===== config.mk =====
export PLATFORM = sky130hd
export DESIGN_NAME = crq_ram
export DESIGN_NICKNAME = d
export VERILOG_FILES = /design/src/rtl/crq_ram.sv
export SDC_FILE = /design/constraint.sdc
export NUM_CORES = 1
export LEC_CHECK = 0
export BUFFER_PORTS_ARGS = -buffer_cell sky130_fd_sc_hd__buf_4
export CAP_MARGIN = 20
export CORE_MARGIN = 10
export CORE_UTILIZATION = 60
export CTS_CLUSTER_DIAMETER = 40
export DETAILED_ROUTE_END_ITERATION = 10
export PLACE_DENSITY = 0.89
export SETUP_SLACK_MARGIN = 0.4
export SKIP_CTS_REPAIR_TIMING = 1
export SYNTH_ARGS = -nofsm -noshare
export SYNTH_HDL_FRONTEND = slang
export SYNTH_SLANG_ARGS = --single-unit

===== constraint.sdc =====
create_clock -name i_clk -period 4 [get_ports i_clk]
set_clock_uncertainty 0.2 [all_clocks]
set_input_delay 0.4 -clock i_clk [delete_from_list [all_inputs] [get_ports i_clk]]
set_output_delay 0.4 -clock i_clk [all_outputs]
set_load 0.1 [all_outputs]

===== src/rtl/crq_ram.sv =====
// generic single-port-write, single-read ram with registered read
// no dependencies
module crq_ram #(
    parameter int WIDTH = 8,
    parameter int DEPTH = 16
) (
    input  logic                     i_clk,
    input  logic                     i_we,
    input  logic [$clog2(DEPTH)-1:0] i_waddr,
    input  logic [WIDTH-1:0]         i_wdata,
    input  logic [$clog2(DEPTH)-1:0] i_raddr,
    output logic [WIDTH-1:0]         o_rdata
);
    logic [WIDTH-1:0] r_mem [DEPTH];
    always_ff @(posedge i_clk) begin
        if (i_we) r_mem[i_waddr] <= i_wdata;
        o_rdata <= r_mem[i_raddr];
    end
endmodule


## After elaboration in Yosys (flattened, before gate mapping)

Memories as Yosys holds them, arrays and structs flattened. A register that Yosys moved wholly into a read port is not among the register bits.
Cells that the tools add are included.

| storage, ports and cells | value |
|---|---|
| flip-flop bits (word level) | 0 |
| memory bits (writable) | 128 |
| input port bits | 18 |
| output and inout port bits | 8 |
| logic and storage cells | 3 |
| memories kept | 1 |

Memories:

| memory | depth | width | read ports | clocked after Yosys merged registers in | wr ports | RTL line | text |
|---|---|---|---|---|---|---|---|
| r_mem | 16 | 8 | 1 | 1 | 1 | 14 | `logic [WIDTH-1:0] r_mem [DEPTH];` |

| operators by class | value |
|---|---|
| mux-type cells | 2 |

Operators with widths:

| operator | number |
|---|---|
| $mux 1 | 2 |

## Depth between registers and ports, before layout

| depth | value |
|---|---|
| depth after elaboration | 2 |
| gate-level depth with buffers | 5 |
| mapped depth without buffers | 3 |

## Least setup slack after synthesis

Ideal clock, no wire load.

| timing | value |
|---|---|
| path kind | input -> register |
| start point | input port i_waddr[2] |
| end point | memory r_mem[0][0] (enable) |
| setup time | 0.383 ns |
| arrival time | 1.510 ns |
| data required time | 3.417 ns |
| path slack | 1.907 ns |
| cell stages on the path | 2 |
| buffers on the path | 0 |
| path through | or3b_2 > nor3_1 |

RTL lines:

| item | RTL line | text |
|---|---|---|
| start, declared | 9 | `input logic [$clog2(DEPTH)-1:0] i_waddr,` |
| end, declared | 14 |  |

Straight into the memory's write port.

==> run_results.csv <==
group,metric,value,unit
logic_synthesis,post_synth_inst_count,229,
grt,number_of_global_route_vias_before_repair,2519,
detailed_routing,drt-vias-per-instance,6.42,
setup_path,timing.critical_path.slowest_stage_cell,"sky130_fd_sc_hd__mux4_1",
setup_path,cell_by_cell_listing_of_the_critical_path,"buf_4, mux4_1, a22oi_1, nand2_1",
sta,rsz0062_at_grt,"no",
logic_synthesis,synth_top_family_by_area,"multiplexers",
setup_path,worstSetupPathType,"primary input to flip-flop",
setup_path,worst_setup_path_start_kind,"primary input",
detailed_routing,via_count,2471,
power,fin_total_pwr,3.38,mW
sta,setup_tns,0,ns
detailed_routing,first_iter_violations,240,
cts,root_buffer,"sky130_fd_sc_hd__clkbuf_8",
cts,tritoncts_clock_tree,"done",
hold_path,hold_class,"primary input to flip-flop",
logic_synthesis,synth-compound-area-share,0.0233,
cells_and_area,share_of_layout_cells_above_drive_strength_1,0.271,
logic_synthesis,mappedNetlistNets,247,
power,p_clk_frac,0.461,
outcome,run_status,"finished, final reports clean",
grt,grt_overflow,0,
place,io_buffer_count,25,
power,cellLeakagePower,2.03,nW
cells_and_area,area_growth_syn_to_layout,16.6,%
grt,global_route.usage.total,0.159,
cts,clock_insertion_delay_worst_skew,0.51,ns
hold_path,worst_min_path_start,"i_wdata[6]",
setup_path,timing.rr.end,"o_rdata[0]$_DFF_P_",
sta,final_min_period_over_clock_period,0.440,
cts,cts-buffers-inserted,17,
power,combPwrFrac,0.065,
cts,cts.sinks,136,
cts,ctsHtreeMaxLevel,4,
cells_and_area,layout.cells.most_common_list,"128 x sky130_fd_sc_hd__edfxtp_1, 27 x sky130_fd_sc_hd__buf_4, 18 x sky130_fd_sc_hd__mux4_2, 16 x sky130_fd_sc_hd__a22oi_1, 16 x sky130_fd_sc_hd__clkbuf_16",
logic_synthesis,ys_seq_elements,136,
detailed_routing,iteration_count_of_the_initial_detailed_routing_pass,5,
detailed_routing,routed_wl,9850,µm
floorplanning,core_region_area,0.00830,mm²
setup_path,worstPathRequired,4.19,ns
floorplanning,floorplan.die_area,0.0127,mm²
logic_synthesis,synth_top_area_cell,"sky130_fd_sc_hd__edfxtp_1",
place,numPlacedInstances,351,
power,internal_power,2.66,mW
logic_synthesis,synth.area.mux_share,0.150,
power,power.share.switching,0.212,
logic_synthesis,yosys.area_share.adder,0,
logic_synthesis,post-synth-top-area-fraction,0.747,
flow_run,reported_max_cap_violation_count,0,
sta,final.hold.worst_slack,0.00649,ns
setup_path,slowest_delay,0.69,ns
grt,grt_max_degree,33,
floorplanning,die_x,113,µm
setup_path,cp.arrival,1.95,ns
cells_and_area,fin_cells,385,
logic_synthesis,synth-seq-area-share,0.778,
detailed_routing,drt.antenna.violating_nets,0,
setup_path,critical_r2r_launch,"r_mem[0][0]$_DFFE_PP_",
detailed_routing,route.detailed.drc,0,
grt,antenna_found_initial,0,
setup_path,crit_fanout,32,
cts,clk_pin_slew,0.06,ns
sta,maxSlewViolCount,0,
place,placedInstanceArea,0.00540,mm²
logic_synthesis,synth.top_cells.by_area,"sky130_fd_sc_hd__edfxtp_1 75%, sky130_fd_sc_hd__mux4_2 7.9%, sky130_fd_sc_hd__mux4_1 7.1%, sky130_fd_sc_hd__dfxtp_1 3.1%, sky130_fd_sc_hd__a22oi_1 2.3%",
setup_path,worst-r2r-cell-count,3,
power,pwr_density_cell,563,mW/mm²
cells_and_area,mostFrequentLayoutCell,"sky130_fd_sc_hd__edfxtp_1",
logic_synthesis,synth_cell_type_count,19,
cells_and_area,num-nets-final,285,
hold_path,holdPathStages,1,
floorplanning,count_of_boundary_i_o_pins,26,
sta,relSlewSlack,0.363,
logic_synthesis,netlist_area,0.00515,mm²
logic_synthesis,xor_xnor_fraction_of_synth_area,0,
power,p_switching,0.714,mW
grt,wire_length_of_the_first_global_routing_pass,14900,µm
floorplanning,die_h,113,µm
logic_synthesis,syn-mean-instance-area,22.5,µm²
place,post-dp-hpwl,5800,µm
logic_synthesis,synth_simple_gate_area_frac,0.0318,
sta,final_count_of_hold_timing_violations,0,
setup_path,worstSetupEndpointType,"flip-flop",
cts,clock_tree.buffer_depth,2,
floorplanning,floorplan.initialDensity,0.620,
sta,worst-slew-pin-transition,0.952,ns
sta,layout_min_cycle_time,1.76,ns
detailed_routing,drt-wirelength-per-cell,25.6,µm
hold_path,worst_hold_path.endpoint,"r_mem[15][6]$_DFFE_PP_",
cells_and_area,layout.cell_area.non_filler,0.00600,mm²
power,sequentialPowerShare,0.475,
setup_path,timing.reg2reg.setup_slack,2.34,ns
cells_and_area,antenna-diode-count,0,
place,routability_congestion,0.799,
floorplanning,placement_rows,33,
power,max_rail_drop_vdd,0.359,mV
sta,maxClockFrequency,568,MHz
logic_synthesis,yosys_warnings,0,
sta,setup_viol_count_final,0,
[layout make-up]
| cell class | count | area [µm²] |
|---|---|---|
| fill | 444 | 2300 |
| tap | 105 | 131 |
| timing repair buffer | 29 | 213 |
| clock inverter | 15 | 184 |
| sequential | 136 | 4000 |
| multi-input combinational | 83 | 1060 |
| clock buffer | 17 | 414 |
[cells by family after synthesis]
logic type	after synthesis
DFF	136
and+or+nand+nor	35
muxes	32
AOI/OAI and AO/OA	16
buffers and inverters	10
[how the worst max path moves through the flow]
stage               slack (ns)        from  cells past startpoint               endpoint
floorplan                 1.91  i_waddr[2]                      2  r_mem[0][0]$_DFFE_PP_
CTS                       2.03  i_waddr[2]                      3  r_mem[0][1]$_DFFE_PP_
global route              2.18  i_raddr[0]                      4     o_rdata[0]$_DFF_P_
finish                    2.24  i_raddr[0]                      4     o_rdata[0]$_DFF_P_
detailed placement        1.48  i_waddr[2]                      3  r_mem[0][3]$_DFFE_PP_
global placement          1.64  i_waddr[2]                      3  r_mem[0][3]$_DFFE_PP_
[cells in the mapped netlist]
cell,number
sky130_fd_sc_hd__nor3_1,4
sky130_fd_sc_hd__nand2b_1,2
sky130_fd_sc_hd__buf_2,3
sky130_fd_sc_hd__a22oi_1,16
sky130_fd_sc_hd__mux4_1,14
sky130_fd_sc_hd__nand3_1,1
sky130_fd_sc_hd__mux4_2,18
sky130_fd_sc_hd__or3b_2,1
sky130_fd_sc_hd__buf_4,1
sky130_fd_sc_hd__nor2_1,13
sky130_fd_sc_hd__nor2b_1,1
sky130_fd_sc_hd__nand2_1,9
sky130_fd_sc_hd__and2b_1,1
sky130_fd_sc_hd__nand3b_1,2
sky130_fd_sc_hd__and2_1,1
sky130_fd_sc_hd__dfxtp_1,8
sky130_fd_sc_hd__buf_6,3
sky130_fd_sc_hd__clkdlybuf4s25_2,3
sky130_fd_sc_hd__edfxtp_1,128
[state kept, by name, indices dropped and copies added, names as in the netlist]
name	cells
r_mem	128
o_rdata	8
[metal layers]
layer / share of wire / GRT usage / vias to the layer above / wire [µm]
met1: 0.39 / 0.204 / 1284 / 3870
met3: 0.076 / 0.0469 / 12 / 751
li1: - / - / 1048 / -
met5: 0 / 0 / - / 0
met4: 0.010 / 0.0499 / 0 / 99
met2: 0.52 / 0.256 / 127 / 5130
[worst max-delay path, delay by kind of cell]
kind                   cells  cell delay (ns)
and+or+nand+nor            1             0.11
buffers and inverters      1             0.46
muxes                      1             0.69
AOI/OAI and AO/OA          1             0.27
[power by group through the flow]
stage	logic (mW)	registers (mW)	clock network, mW
6_report	0.219	1.60	1.56
5_1_grt	0.231	1.60	1.64
4_1_cts	0.221	1.60	1.57
3_5_place_dp	0.218	1.63	0
3_3_place_gp	0.212	1.63	0
2_1_floorplan	0.0809	1.70	0
[through the flow]
step	util	setup slack [ns]
2_1_floorplan	-	1.91
4_1_cts	0.722	2.03
5_1_grt	0.723	2.18
6_report	0.723	2.24
3_3_place_gp	0.650	1.64
3_5_place_dp	0.650	1.48
No activity file was read; power rests on OpenSTA's default activity.
